File: src/rtl/ace_pkg.sv
// ============================================================================
// ace_pkg
// Opcodes, decode types and the instruction decoder of the accumulator
// machine execute block.
// ============================================================================
package ace_pkg;

    // Instruction bytes
    localparam logic [7:0] OPC_ADD_IMM  = 8'h20;
    localparam logic [7:0] OPC_ADD_DIR  = 8'h60;
    localparam logic [7:0] OPC_ADD_IND  = 8'hE0;
    localparam logic [7:0] OPC_SUB_IMM  = 8'h21;
    localparam logic [7:0] OPC_SUB_DIR  = 8'h61;
    localparam logic [7:0] OPC_SUB_IND  = 8'hE1;
    localparam logic [7:0] OPC_NAND_IMM = 8'h22;
    localparam logic [7:0] OPC_NAND_DIR = 8'h62;
    localparam logic [7:0] OPC_NAND_IND = 8'hE2;
    localparam logic [7:0] OPC_LDA_IMM  = 8'h00;
    localparam logic [7:0] OPC_LDA_DIR  = 8'h40;
    localparam logic [7:0] OPC_LDA_IND  = 8'hC0;
    localparam logic [7:0] OPC_STA_DIR  = 8'h48;
    localparam logic [7:0] OPC_STA_IND  = 8'hC8;
    localparam logic [7:0] OPC_INP_DIR  = 8'h49;
    localparam logic [7:0] OPC_INP_IND  = 8'hC9;
    localparam logic [7:0] OPC_OUT_DIR  = 8'h41;
    localparam logic [7:0] OPC_OUT_IND  = 8'hC1;
    localparam logic [7:0] OPC_JMP      = 8'h10;
    localparam logic [7:0] OPC_JN       = 8'h11;
    localparam logic [7:0] OPC_JZ       = 8'h12;

    // Item actions
    localparam logic ACT_EXEC = 1'b0;
    localparam logic ACT_LOAD = 1'b1;

    typedef enum logic [3:0] {
        OP_ADD, OP_SUB, OP_NAND, OP_LDA, OP_STA, OP_INP,
        OP_OUT, OP_JMP, OP_JN, OP_JZ, OP_BAD
    } t_op;

    // Execution phase: how many memory reads have been issued
    typedef enum logic [1:0] {
        PH_ISSUE,
        PH_DIRECT,
        PH_INDIRECT
    } t_phase;

    typedef struct packed {
        t_op        op;
        logic [1:0] reads;   // dependent memory reads: 0, 1 or 2
        logic       wr;      // instruction writes memory
        logic       wr_dir;  // write address is the direct byte
    } t_dec;

    function automatic t_dec ace_decode(input logic [7:0] opc);
        t_dec d;
        d = '{op: OP_BAD, reads: 2'd0, wr: 1'b0, wr_dir: 1'b0};
        unique case (opc)
            OPC_ADD_IMM:  d.op = OP_ADD;
            OPC_ADD_DIR:  begin d.op = OP_ADD;  d.reads = 2'd1; end
            OPC_ADD_IND:  begin d.op = OP_ADD;  d.reads = 2'd2; end
            OPC_SUB_IMM:  d.op = OP_SUB;
            OPC_SUB_DIR:  begin d.op = OP_SUB;  d.reads = 2'd1; end
            OPC_SUB_IND:  begin d.op = OP_SUB;  d.reads = 2'd2; end
            OPC_NAND_IMM: d.op = OP_NAND;
            OPC_NAND_DIR: begin d.op = OP_NAND; d.reads = 2'd1; end
            OPC_NAND_IND: begin d.op = OP_NAND; d.reads = 2'd2; end
            OPC_LDA_IMM:  d.op = OP_LDA;
            OPC_LDA_DIR:  begin d.op = OP_LDA;  d.reads = 2'd1; end
            OPC_LDA_IND:  begin d.op = OP_LDA;  d.reads = 2'd2; end
            OPC_STA_DIR:  begin d.op = OP_STA;  d.wr = 1'b1; end
            OPC_STA_IND:  begin
                d.op = OP_STA; d.reads = 2'd1; d.wr = 1'b1; d.wr_dir = 1'b1;
            end
            OPC_INP_DIR:  begin d.op = OP_INP;  d.wr = 1'b1; end
            OPC_INP_IND:  begin
                d.op = OP_INP; d.reads = 2'd1; d.wr = 1'b1; d.wr_dir = 1'b1;
            end
            OPC_OUT_DIR:  begin d.op = OP_OUT;  d.reads = 2'd1; end
            OPC_OUT_IND:  begin d.op = OP_OUT;  d.reads = 2'd2; end
            OPC_JMP:      d.op = OP_JMP;
            OPC_JN:       d.op = OP_JN;
            OPC_JZ:       d.op = OP_JZ;
            default:      d.op = OP_BAD;
        endcase
        return d;
    endfunction

endpackage

File: src/rtl/ace_in_if.sv
// ============================================================================
// ace_in_if
// Input channel: one instruction or memory-load word.
// ============================================================================
interface ace_in_if;
    logic       valid;
    logic       ready;
    logic       action;
    logic [7:0] opcode;
    logic [7:0] operand;
    logic [7:0] in_value;

    modport source (output valid, action, opcode, operand, in_value, input ready);
    modport sink   (input valid, action, opcode, operand, in_value, output ready);
endinterface

File: src/rtl/ace_out_if.sv
// ============================================================================
// ace_out_if
// Result channel: one word per input word.
// ============================================================================
interface ace_out_if;
    logic              valid;
    logic              ready;
    logic              out_valid;
    logic [7:0]        out_value;
    logic signed [7:0] accumulator;
    logic [7:0]        program_counter;
    logic              bad_opcode;

    modport source (output valid, out_valid, out_value, accumulator,
                    program_counter, bad_opcode, input ready);
    modport sink   (input valid, out_valid, out_value, accumulator,
                    program_counter, bad_opcode, output ready);
endinterface

File: src/rtl/ace_dmem.sv
// ============================================================================
// ace_dmem
// Data memory: one write port, one read port, registered read data.
// ============================================================================
module ace_dmem #(
    parameter int DEPTH = 256
) (
    input  logic                     i_clk,
    input  logic                     i_we,
    input  logic [$clog2(DEPTH)-1:0] i_waddr,
    input  logic [7:0]               i_wdata,
    input  logic                     i_re,
    input  logic [$clog2(DEPTH)-1:0] i_raddr,
    output logic [7:0]               o_rdata
);
    logic [7:0] r_mem [DEPTH];
    logic [7:0] r_rdata;

    always_ff @(posedge i_clk) begin
        if (i_we) begin
            r_mem[i_waddr] <= i_wdata;
        end
    end

    // read data holds until the next read
    always_ff @(posedge i_clk) begin
        if (i_re) begin
            r_rdata <= r_mem[i_raddr];
        end
    end

    assign o_rdata = r_rdata;
endmodule

File: src/rtl/accumulator_cpu_execute.sv
// ============================================================================
// accumulator_cpu_execute
// Execute stage of an 8-bit accumulator machine with a byte data memory.
// ============================================================================
//
//  channel  | dir | modport | word contents
//  ---------+-----+---------+--------------------------------------------------
//  i_in     | in  | sink    | action, opcode, operand, in_value
//  o_out    | out | source  | out_valid, out_value, accumulator,
//           |     |         | program_counter, bad_opcode
//
//  Immediate, jump, store/input direct and memory load words finish in the
//  issue phase; direct forms and indirect store/input also pass the direct
//  phase, and doubly indirect forms the indirect phase as well. The single read
//  port of the data memory sets this: each dependent read waits for RAM data.
//  Reset (i_rst_n low, synchronous) clears accumulator, program counter and
//  all handshake state; memory contents are undefined until written.
//  A new word is taken while the previous result waits in the output
//  register; execution stalls only at its final cycle if that register is
//  still full.
//
module accumulator_cpu_execute #(
    parameter int MEM_DEPTH = 256
) (
    input  logic  i_clk,
    input  logic  i_rst_n,
    ace_in_if.sink    i_in,
    ace_out_if.source o_out
);
    import ace_pkg::*;

    localparam int AW = $clog2(MEM_DEPTH);

    // Address modulo memory depth; operands are below 8 * MEM_DEPTH,
    // so three restoring subtract steps are enough.
    function automatic logic [AW-1:0] wrap_addr(input logic [7:0] a);
        logic [10:0] r;
        r = {3'b000, a};
        for (int k = 2; k >= 0; k--) begin
            if (r >= 11'(MEM_DEPTH << k)) begin
                r = r - 11'(MEM_DEPTH << k);
            end
        end
        return r[AW-1:0];
    endfunction

    // current word
    logic       r_busy, n_busy;
    logic       r_action;
    logic [7:0] r_opcode;
    logic [7:0] r_operand;
    logic [7:0] r_inval;

    // architectural registers
    logic [7:0] r_acc, n_acc;
    logic [7:0] r_pc,  n_pc;

    // sequencer
    t_phase r_phase, n_phase;

    // output register
    logic              r_out_vld, n_out_vld;
    logic              r_out_ovalid;
    logic [7:0]        r_out_oval;
    logic [7:0]        r_out_acc;
    logic [7:0]        r_out_pc;
    logic              r_out_bad;

    // memory port
    logic          mem_we, mem_re;
    logic [AW-1:0] mem_waddr, mem_raddr;
    logic [7:0]    mem_wdata, mem_rdata;

    t_dec       dec;
    logic [1:0] nreads;
    logic       fin, fin_fire, out_free, in_fire;
    logic [7:0] mv;        // operand value: immediate, direct or indirect
    logic       ovalid, bad;
    logic [7:0] oval;

    ace_dmem #(.DEPTH(MEM_DEPTH)) u_dmem (
        .i_clk   (i_clk),
        .i_we    (mem_we),
        .i_waddr (mem_waddr),
        .i_wdata (mem_wdata),
        .i_re    (mem_re),
        .i_raddr (mem_raddr),
        .o_rdata (mem_rdata)
    );

    assign dec      = ace_decode(r_opcode);
    assign nreads   = (r_action == ACT_LOAD) ? 2'd0 : dec.reads;
    assign out_free = !r_out_vld || o_out.ready;
    assign fin_fire = fin && out_free;
    assign i_in.ready = !r_busy || fin_fire;
    assign in_fire  = i_in.valid && i_in.ready;

    // phase sequencer: issue reads, decide when the word finishes
    always_comb begin
        n_phase   = r_phase;
        fin       = 1'b0;
        mem_re    = 1'b0;
        mem_raddr = wrap_addr(r_operand);
        mv        = r_operand;
        unique case (r_phase)
            PH_ISSUE: begin
                if (r_busy) begin
                    if (nreads == 2'd0) begin
                        fin = 1'b1;
                    end else begin
                        mem_re  = 1'b1;
                        n_phase = PH_DIRECT;
                    end
                end
            end
            PH_DIRECT: begin
                mv = mem_rdata;
                if (nreads == 2'd2) begin
                    mem_re    = 1'b1;
                    mem_raddr = wrap_addr(mem_rdata);
                    n_phase   = PH_INDIRECT;
                end else begin
                    fin = 1'b1;
                end
            end
            PH_INDIRECT: begin
                mv  = mem_rdata;
                fin = 1'b1;
            end
            default: begin
                n_phase = PH_ISSUE;
            end
        endcase
        if (fin_fire) begin
            n_phase = PH_ISSUE;
        end
    end

    // execute: accumulator, program counter, memory write, result
    always_comb begin
        n_acc  = r_acc;
        n_pc   = r_pc;
        ovalid = 1'b0;
        oval   = 8'd0;
        bad    = 1'b0;
        if (r_action == ACT_EXEC) begin
            unique case (dec.op)
                OP_ADD:  n_acc = r_acc + mv;
                OP_SUB:  n_acc = r_acc - mv;
                OP_NAND: n_acc = ~(r_acc & mv);
                OP_LDA:  n_acc = mv;
                OP_OUT:  begin ovalid = 1'b1; oval = mv; end
                OP_JMP:  n_pc = r_operand;
                OP_JN:   if (r_acc[7]) n_pc = r_operand;
                OP_JZ:   if (r_acc == 8'd0) n_pc = r_operand;
                OP_BAD:  bad = 1'b1;
                OP_STA, OP_INP: ;
                default: bad = 1'b1;
            endcase
        end

        // memory load action and store/input instructions
        mem_we    = fin_fire && ((r_action == ACT_LOAD) || dec.wr);
        mem_waddr = ((r_action == ACT_EXEC) && dec.wr_dir) ? wrap_addr(mem_rdata)
                                                            : wrap_addr(r_operand);
        mem_wdata = ((r_action == ACT_EXEC) && (dec.op == OP_STA)) ? r_acc : r_inval;
    end

    always_comb begin
        n_busy = r_busy;
        if (in_fire) begin
            n_busy = 1'b1;
        end else if (fin_fire) begin
            n_busy = 1'b0;
        end
        n_out_vld = r_out_vld;
        if (fin_fire) begin
            n_out_vld = 1'b1;
        end else if (o_out.ready) begin
            n_out_vld = 1'b0;
        end
    end

    // control state
    always_ff @(posedge i_clk) begin
        if (!i_rst_n) begin
            r_busy    <= 1'b0;
            r_phase   <= PH_ISSUE;
            r_out_vld <= 1'b0;
            r_acc     <= 8'd0;
            r_pc      <= 8'd0;
        end else begin
            r_busy    <= n_busy;
            r_phase   <= n_phase;
            r_out_vld <= n_out_vld;
            if (fin_fire) begin
                r_acc <= n_acc;
                r_pc  <= n_pc;
            end
        end
    end

    // payload
    always_ff @(posedge i_clk) begin
        if (in_fire) begin
            r_action  <= i_in.action;
            r_opcode  <= i_in.opcode;
            r_operand <= i_in.operand;
            r_inval   <= i_in.in_value;
        end
        if (fin_fire) begin
            r_out_ovalid <= ovalid;
            r_out_oval   <= oval;
            r_out_acc    <= n_acc;
            r_out_pc     <= n_pc;
            r_out_bad    <= bad;
        end
    end

    assign o_out.valid           = r_out_vld;
    assign o_out.out_valid       = r_out_ovalid;
    assign o_out.out_value       = r_out_oval;
    assign o_out.accumulator     = signed'(r_out_acc);
    assign o_out.program_counter = r_out_pc;
    assign o_out.bad_opcode      = r_out_bad;
endmodule
File: src/flat_wrapper.sv
// flat-port wrapper written by rule: the top's interface ports become plain ports
module accumulator_cpu_execute_flat import ace_pkg::*;
#(
    parameter int MEM_DEPTH = 256
)
  (i_clk, i_rst_n, i_in_valid, i_in_action, i_in_opcode, i_in_operand, i_in_in_value, i_in_ready, o_out_valid, o_out_out_valid, o_out_out_value, o_out_accumulator, o_out_program_counter, o_out_bad_opcode, o_out_ready);
  ace_in_if i_in_i ();
  ace_out_if o_out_i ();
  input  logic i_clk;
  input  logic i_rst_n;
  input wire logic [$bits(i_in_i.valid)-1:0] i_in_valid;
  input wire logic [$bits(i_in_i.action)-1:0] i_in_action;
  input wire logic [$bits(i_in_i.opcode)-1:0] i_in_opcode;
  input wire logic [$bits(i_in_i.operand)-1:0] i_in_operand;
  input wire logic [$bits(i_in_i.in_value)-1:0] i_in_in_value;
  output wire logic [$bits(i_in_i.ready)-1:0] i_in_ready;
  output wire logic [$bits(o_out_i.valid)-1:0] o_out_valid;
  output wire logic [$bits(o_out_i.out_valid)-1:0] o_out_out_valid;
  output wire logic [$bits(o_out_i.out_value)-1:0] o_out_out_value;
  output wire logic [$bits(o_out_i.accumulator)-1:0] o_out_accumulator;
  output wire logic [$bits(o_out_i.program_counter)-1:0] o_out_program_counter;
  output wire logic [$bits(o_out_i.bad_opcode)-1:0] o_out_bad_opcode;
  input wire logic [$bits(o_out_i.ready)-1:0] o_out_ready;
  assign i_in_i.valid = i_in_valid;
  assign i_in_i.action = i_in_action;
  assign i_in_i.opcode = i_in_opcode;
  assign i_in_i.operand = i_in_operand;
  assign i_in_i.in_value = i_in_in_value;
  assign i_in_ready = i_in_i.ready;
  assign o_out_valid = o_out_i.valid;
  assign o_out_out_valid = o_out_i.out_valid;
  assign o_out_out_value = o_out_i.out_value;
  assign o_out_accumulator = o_out_i.accumulator;
  assign o_out_program_counter = o_out_i.program_counter;
  assign o_out_bad_opcode = o_out_i.bad_opcode;
  assign o_out_i.ready = o_out_ready;
  accumulator_cpu_execute #(.MEM_DEPTH(MEM_DEPTH)) u_core (.i_clk(i_clk), .i_rst_n(i_rst_n), .i_in(i_in_i), .o_out(o_out_i));
endmodule
File: config.mk
export PLATFORM = sky130hd
export DESIGN_NAME = accumulator_cpu_execute_flat
export DESIGN_NICKNAME = d
export VERILOG_FILES = /design/src/rtl/ace_pkg.sv /design/src/rtl/ace_in_if.sv /design/src/rtl/ace_out_if.sv /design/src/rtl/ace_dmem.sv /design/src/rtl/accumulator_cpu_execute.sv /design/src/flat_wrapper.sv
export SDC_FILE = /design/constraint.sdc
export NUM_CORES = 2
export LEC_CHECK = 0
export BUFFER_PORTS_ARGS = -buffer_cell sky130_fd_sc_hd__buf_2
export CAP_MARGIN = 5
export CORE_MARGIN = 3
export CORE_UTILIZATION = 51
export DETAILED_ROUTE_END_ITERATION = 6
export PLACE_DENSITY = 0.75
export SLEW_MARGIN = 20
export SYNTH_ARGS = -nofsm -noshare
export SYNTH_HDL_FRONTEND = slang
export SYNTH_SLANG_ARGS = --single-unit
File: constraint.sdc
create_clock -name i_clk -period 5.4 [get_ports i_clk]
set_input_delay 1.08 -clock i_clk [delete_from_list [all_inputs] [get_ports i_clk]]
set_output_delay 1.08 -clock i_clk [all_outputs]
set_load 0.03 [all_outputs]
# Word level (Yosys, flattened, before mapping)
# Memory sizes are Yosys's and may differ from the RTL's. A register that Yosys moved wholly into a read port is not among the register bits.
# Cells that the tools add are included.
[op_classes]
n_addsub = 2
n_mul = 0
div = 0
order_cmp = 0
eq_ne = 35
n_shift = 0
muxes = 36
bitwise_logic = 6
reduce_logical = 33
[ops]
columns = ["op", "count"]
rows = [
  ["$mux 8", 9],
  ["$eq 8x7->1 const B", 7],
  ["$eq 8x8->1 const B", 7],
  ["$pmux 4 s10", 1],
  ["$pmux 8 s4", 1],
  ["$eq 8x5->1 const B", 3],
  ["$eq 8x6->1 const B", 3],
  ["$pmux 8 s3", 1],
  ["$eq 4x3->1 const B", 4],
  ["$logic_not 8->1", 2],
  ["$mux 1", 16],
  ["$reduce_or 2->1", 7],
  ["$reduce_or 3->1", 4],
  ["$reduce_or 10->1", 1],
  ["$add 8x8->8", 1],
  ["$and 8x8->8", 1],
  ["$eq 4x2->1 const B", 2],
  ["$eq 4x4->1 const B", 2],
  ["$mux 2", 4],
  ["$not 8->8", 1],
  ["$sub 8x8->8", 1],
  ["$reduce_or 7->1", 1],
  ["$pmux 2 s3", 1],
  ["$logic_and 1x1->1", 5],
  ["17 further kinds", 27],
]
[word_totals]
regBits = 71
latchBits = 0
ram_bits = 2048
rom_bits = 0
input_bits = 29
output_inout_bits = 28
elab_cells = 127
memories = 1
[mem_list]
columns = ["memory", "words", "width", "rd", "rd_clocked_by_memory_dff", "write_ports", "line_no", "text"]
rows = [
  ["u_core.u_dmem.r_mem", 256, 8, 1, 1, 1, "ace_dmem.sv:16", "logic [7:0] r_mem [DEPTH];"],
]

# Longest topological paths before layout
[logic_depth]
word_depth = 12
mapped_depth = 20
mapped_depth_nobuf = 19

# Hierarchy
# Synthesis repeated with hierarchy kept, for this count alone.
[unflattened]
cells_unflattened = 4150
hier_area_um2 = 84131.9
[modules_own_cells]
columns = ["module", "n_inst", "cells_per_inst", "area_per_inst_um2", "seq_area_each_um2"]
rows = [
  ["ace_dmem", 1, 3733, 79636.4, 61739.2],
  ["accumulator_cpu_execute", 1, 417, 4495.6, 1931.9],
]

# Worst setup path before layout
# Ideal clock, no wire load.
[synth_path]
kind = "flip-flop to flip-flop"
start = "register u_core.r_opcode[1]"
end = "memory u_core.u_dmem.r_mem[0][0] (data pin)"
setup_ns = 0.557
t_arrival_ns = 4.416
t_required_ns = 4.843
slack_ns = 0.427
path_stages_with_launch = 8
path_buffers = 1
period_less_slack_ns = 4.973
cell_sequence = "edfxtp_1 clkbuf_1 or3_1 nor4b_2 nand2b_1 nor2_1 nor3_1 mux2_2"
[synth_between]
elab_chain_len = 6
elab_cells_between_ends = 32
cone_classes = "21 x eq/ne; 2 x mux; 9 x reduce/logical"
[synth_lines]
columns = ["item", "line_no", "text"]
rows = [
  ["start, declared", "accumulator_cpu_execute.sv:50", "logic [7:0] r_opcode;"],
  ["start signal, assigned", "accumulator_cpu_execute.sv:207", "r_opcode <= i_in.opcode;"],
  ["$eq 8x7->1 (tied with other cells)", "ace_pkg.sv:57", "unique case (opc)"],
  ["$reduce_or 3->1 (no line) or $reduce_or 2->1 (tied branches)", "--", ""],
  ["$pmux 4 s10 (*)", "ace_pkg.sv:57", ""],
  ["$eq 4x3->1 (*)", "accumulator_cpu_execute.sv:166", "mem_wdata = ((r_action == ACT_EXEC) && (dec.op == OP_STA)) ? r_acc : r_inval;"],
  ["$logic_and 1x1->1 (*)", "accumulator_cpu_execute.sv:166", ""],
  ["$mux 8 (*)", "accumulator_cpu_execute.sv:166", ""],
  ["named net u_core.mem_wdata[0]", "accumulator_cpu_execute.sv:72", "logic [7:0] mem_wdata, mem_rdata;"],
  ["end, declared", "ace_dmem.sv:16", ""],
]
# The timed path passes the listed nets; every way through them passes the cells marked *.

# Final worst setup path
[layout_path]
start = "register u_core.r_opcode[4]"
end = "register u_core.u_dmem.r_rdata[7], in the netlist u_core.u_dmem.o_rdata[7] (read register of u_core.u_dmem.r_mem) (data pin)"
[layout_between]
elab_chain_len = 8
elab_cells_between_ends = 24
cone_classes = "13 x eq/ne; 8 x mux; 3 x reduce/logical"
[layout_lines]
columns = ["item", "line_no", "text"]
rows = [
  ["$eq 8x7->1 or $eq 8x8->1 (tied branches)", "ace_pkg.sv:57", ""],
  ["$reduce_or 7->1 (no line) or $reduce_or 5->1 (tied branches)", "--", ""],
  ["$pmux 2 s2 (*)", "ace_pkg.sv:57", ""],
  ["$mux 2 (*)", "accumulator_cpu_execute.sv:92", "assign nreads = (r_action == ACT_LOAD) ? 2'd0 : dec.reads;"],
  ["$logic_not 2->1", "accumulator_cpu_execute.sv:108", "if (nreads == 2'd0) begin"],
  ["$mux 1", "accumulator_cpu_execute.sv:108", ""],
  ["$mux 1", "accumulator_cpu_execute.sv:107", "if (r_busy) begin"],
  ["$pmux 1 s2", "accumulator_cpu_execute.sv:105", "unique case (r_phase)"],
  ["end, declared", "ace_dmem.sv:17", "logic [7:0] r_rdata;"],
]
# Mark *: on every way between the ends. The rest lies on a longest branch, timed or not.
# A chain may end at the register's enable or synchronous reset.

==> reports/qor.yml <==
hold_buffers: 0
synth_xor_area_frac: 0.00123
grt-ovfl-total: 0
critPathLaunchType: "register"
required_ns: 5.98
synth-edff-count: 2107
r2r-start: "u_core.r_opcode[4]"
final_cells: 8741
synth_compound_area_frac: 0.0758
finalSetupTns_ns: 0
ant_nets: 0
peakVddDrop_mv: 0.369
synth-seq-area-share: 0.743
cellPowerDensity_nw_per_um2: 357
worstSetupStartpoint: "u_core.r_opcode[4]"
synthMuxAreaShare: 0.0562
post-route-period-util: 0.971
start_util: 0.517
dieArea_sq_um: 173000
rsz0062_at_grt: "no"
track_usage: 0.299
synth_common_cells: "2,107 x edfxtp_1, 1,209 x nand2_1, 437 x mux2i_1"
drt-pass1-iter-count: 7
status: "finished, violations left"
clock_latency_ns: 0.87
areaGrowthSynthToFinish_pct: 14.0
synthTopCellsByArea: "edfxtp_1 74%, nand2_1 5.3%, mux2i_1 5.1%"
ys_ff_latch: 2127
rrSetupSlack_ns: 0.16
violations: "DRC"
yosysMostFrequentCell: "edfxtp_1"
rows: 149
min-delay-start: "i_in_operand[2]"
wl_microns: 263000
final_nets: 6414
final_cell_area_sq_um: 97700
root_buffer: "clkbuf_16"
grt_pass1_wl_microns: 380000
drt_iter0_drc: 9606
ctsLongestPathBuffers: 3
port_buffers: 56
dieHeight_microns: 416
dp_hpwl_microns: 160000
max_freq_mhz: 191
dp_cells: 8356
grt_max_degree: 140
antenna_found_initial: 9
place_area_sq_um: 91100
drive_gt1_frac: 0.128
cts_tree: "done"
via_per_inst: 6.53
hold_viol: 0
core_sq_um: 166000
post-place-ws_ns: 0.245
ys_warn_count: 0
slew_viol_final: 0
synth_cells: 6079
synthSimpleGateAreaFrac: 0.0991
synth_top_family_by_area: "simple AND/OR/NAND/NOR gates"
hold_end: "u_core.r_operand[2]"
endpoint_kind: "register"
netlist_area_sq_um: 85700
drv_cap: 0
place_congestion: 0.983
cts_sinks: 2127
arrival_ns: 5.82
yosysTopAreaCell: "edfxtp_1"
finalClockSkew_ns: 0.0565
synthAdderAreaFrac: 0.00213
drc: 28
cts_max_level: 4
synth-main-ff-cell: "edfxtp_1"
hold_class: "input pin to register"
die_w_microns: 416
worst_slew_pin_slew_ns: 1.32
num_vias: 57100
synth.top_cell.area_share: 0.738
ff2ff_path_depth: 11
yosysUniqueCellTypes: 81
path_clk_slew_ns: 0.07
path_max_fanout: 42
wl_per_cell_microns: 30.1
syn-mean-instance-area_sq_um: 14.1
cts_buffers: 202
syn-num-nets: 6122
hold_path_depth: 1
crit_type: "register to register"
io_pins: 57
worstReg2RegEnd: "u_core.u_dmem.o_rdata[7]"
leakage_nw: 33.1
min_period_ns: 5.24
slew_headroom: 0.119
setup_viol: 0
layout_setup_ws_ns: 0.159
grt_pass1_vias: 54400
async_flop_share: 0
[stage by stage]
step	hold WS (ns)	util	total power, mW
final	0.389	0.589	34.9
after global routing	0.360	0.589	35.7
after CTS	0.342	0.589	34.8
after detailed placement	0.458	0.549	21.0
after global placement	0.447	0.549	21.0
after floorplan	0.441	-	19.9
[power breakdown]
group	total, mW	switching [mW]	internal [mW]
clock network	14.1	6.26	7.85
registers	18.3	0.0420	18.2
logic	2.54	1.86	0.686
total	34.9	8.15	26.8
[critical path, stage by stage, from the launching register on]
cell	delay (ns)
edfxtp_1	0.49
or4b_4	0.63
a211oi_2	0.43
a21o_4	0.54
buf_12	0.33
buf_4	0.23
mux2i_1	0.19
o22ai_1	0.10
nor4_1	0.49
a211oi_1	0.26
o41ai_1	1.03
o22ai_1	0.15
[registers in the layout (all words and copies together), names as in the netlist, 2 cells and up]
signal and count:
u_core.r_opcode 8, u_core.o_out.accumulator 8, u_core.u_dmem.o_rdata 8, u_core.u_dmem.r_mem 2048
u_core.r_operand 8, u_core.r_pc 8, u_core.r_inval 8, u_core.o_out.out_value 8
u_core.o_out.program_counter 8, u_core.r_phase 2, u_core.r_acc 8
[how the worst max path moves through the flow]
stage                                 to  slack [ns]  cells past startpoint
4_1_cts         u_core.u_dmem.o_rdata[3]        0.19                     13
2_1_floorplan  u_core.u_dmem.r_mem[0][0]        0.43                      7
3_3_place_gp    u_core.u_dmem.o_rdata[5]        0.11                     13
6_report        u_core.u_dmem.o_rdata[7]        0.16                     11
3_5_place_dp    u_core.u_dmem.o_rdata[6]        0.25                     14
5_1_grt         u_core.u_dmem.o_rdata[3]        0.10                     13
[area by class of cell]
| type | count | area (sq um) |
|---|---|---|
| timing repair buffer | 480 | 4130 |
| fill | 12200 | 68200 |
| inverter | 25 | 93.8 |
| antenna | 7 | 17.5 |
| clock buffer | 243 | 5210 |
| tap | 2189 | 2740 |
| multi-input combinational | 3535 | 20500 |
| sequential | 2127 | 63700 |
| clock inverter | 135 | 1360 |
[cell families after synthesis]
logic type	Yosys count
simple gates	2028
mux	475
xor+xnor	12
fa+ha+maj	14
buf+inv	417
flops	2127
compound gates	1006
[cell usage in the layout (no fill, tap or decap), types with 17 or more instances in the layout]
cell       synthesis  final
and3_1            19     19
nand4_1           17     17
a311oi_1          20     20
a31oi_1           76     75
buf_4              8    371
nand2b_1          19     19
clkinv_2           0     39
clkinv_1           1     47
edfxtp_1        2107   2107
nand2_1         1209   1208
inv_1             24     24
buf_2            168     56
a21oi_1          352    351
a2111oi_0         27     26
a221oi_1          32     32
o22ai_1          108    108
mux2i_1          437    427
o221ai_1          60     60
nand3_1          250    250
buf_12             0     53
mux2_2            35     22
nor4_1            75     73
dfxtp_1           20     20
bufinv_16          0     19
clkbuf_16          0    202
nor3_1            59     58
nor2_1           330    327
o21ai_0          111    111
clkbuf_1         162     41
a211oi_1          55     55
a32oi_1           21     21
[layer usage]
| layer | up-vias | global-route usage | wire length (microns) |
|---|---|---|---|
| li1 | 23600 | - | - |
| met1 | 27800 | 0.402 | 92200 |
| met2 | 4805 | 0.437 | 115000 |
| met3 | 846 | 0.0956 | 40200 |
| met4 | 6 | 0.157 | 16000 |
| met5 | - | 0 | 41 |
[repair_timing]
| item | in CTS | in global routing |
|---|---|---|
| setup endpoints to repair | 0 | 1 |
| buffers inserted | 0 | 0 |
| resized for setup | 0 | 1 |
Power figures use the tool's default switching activity.
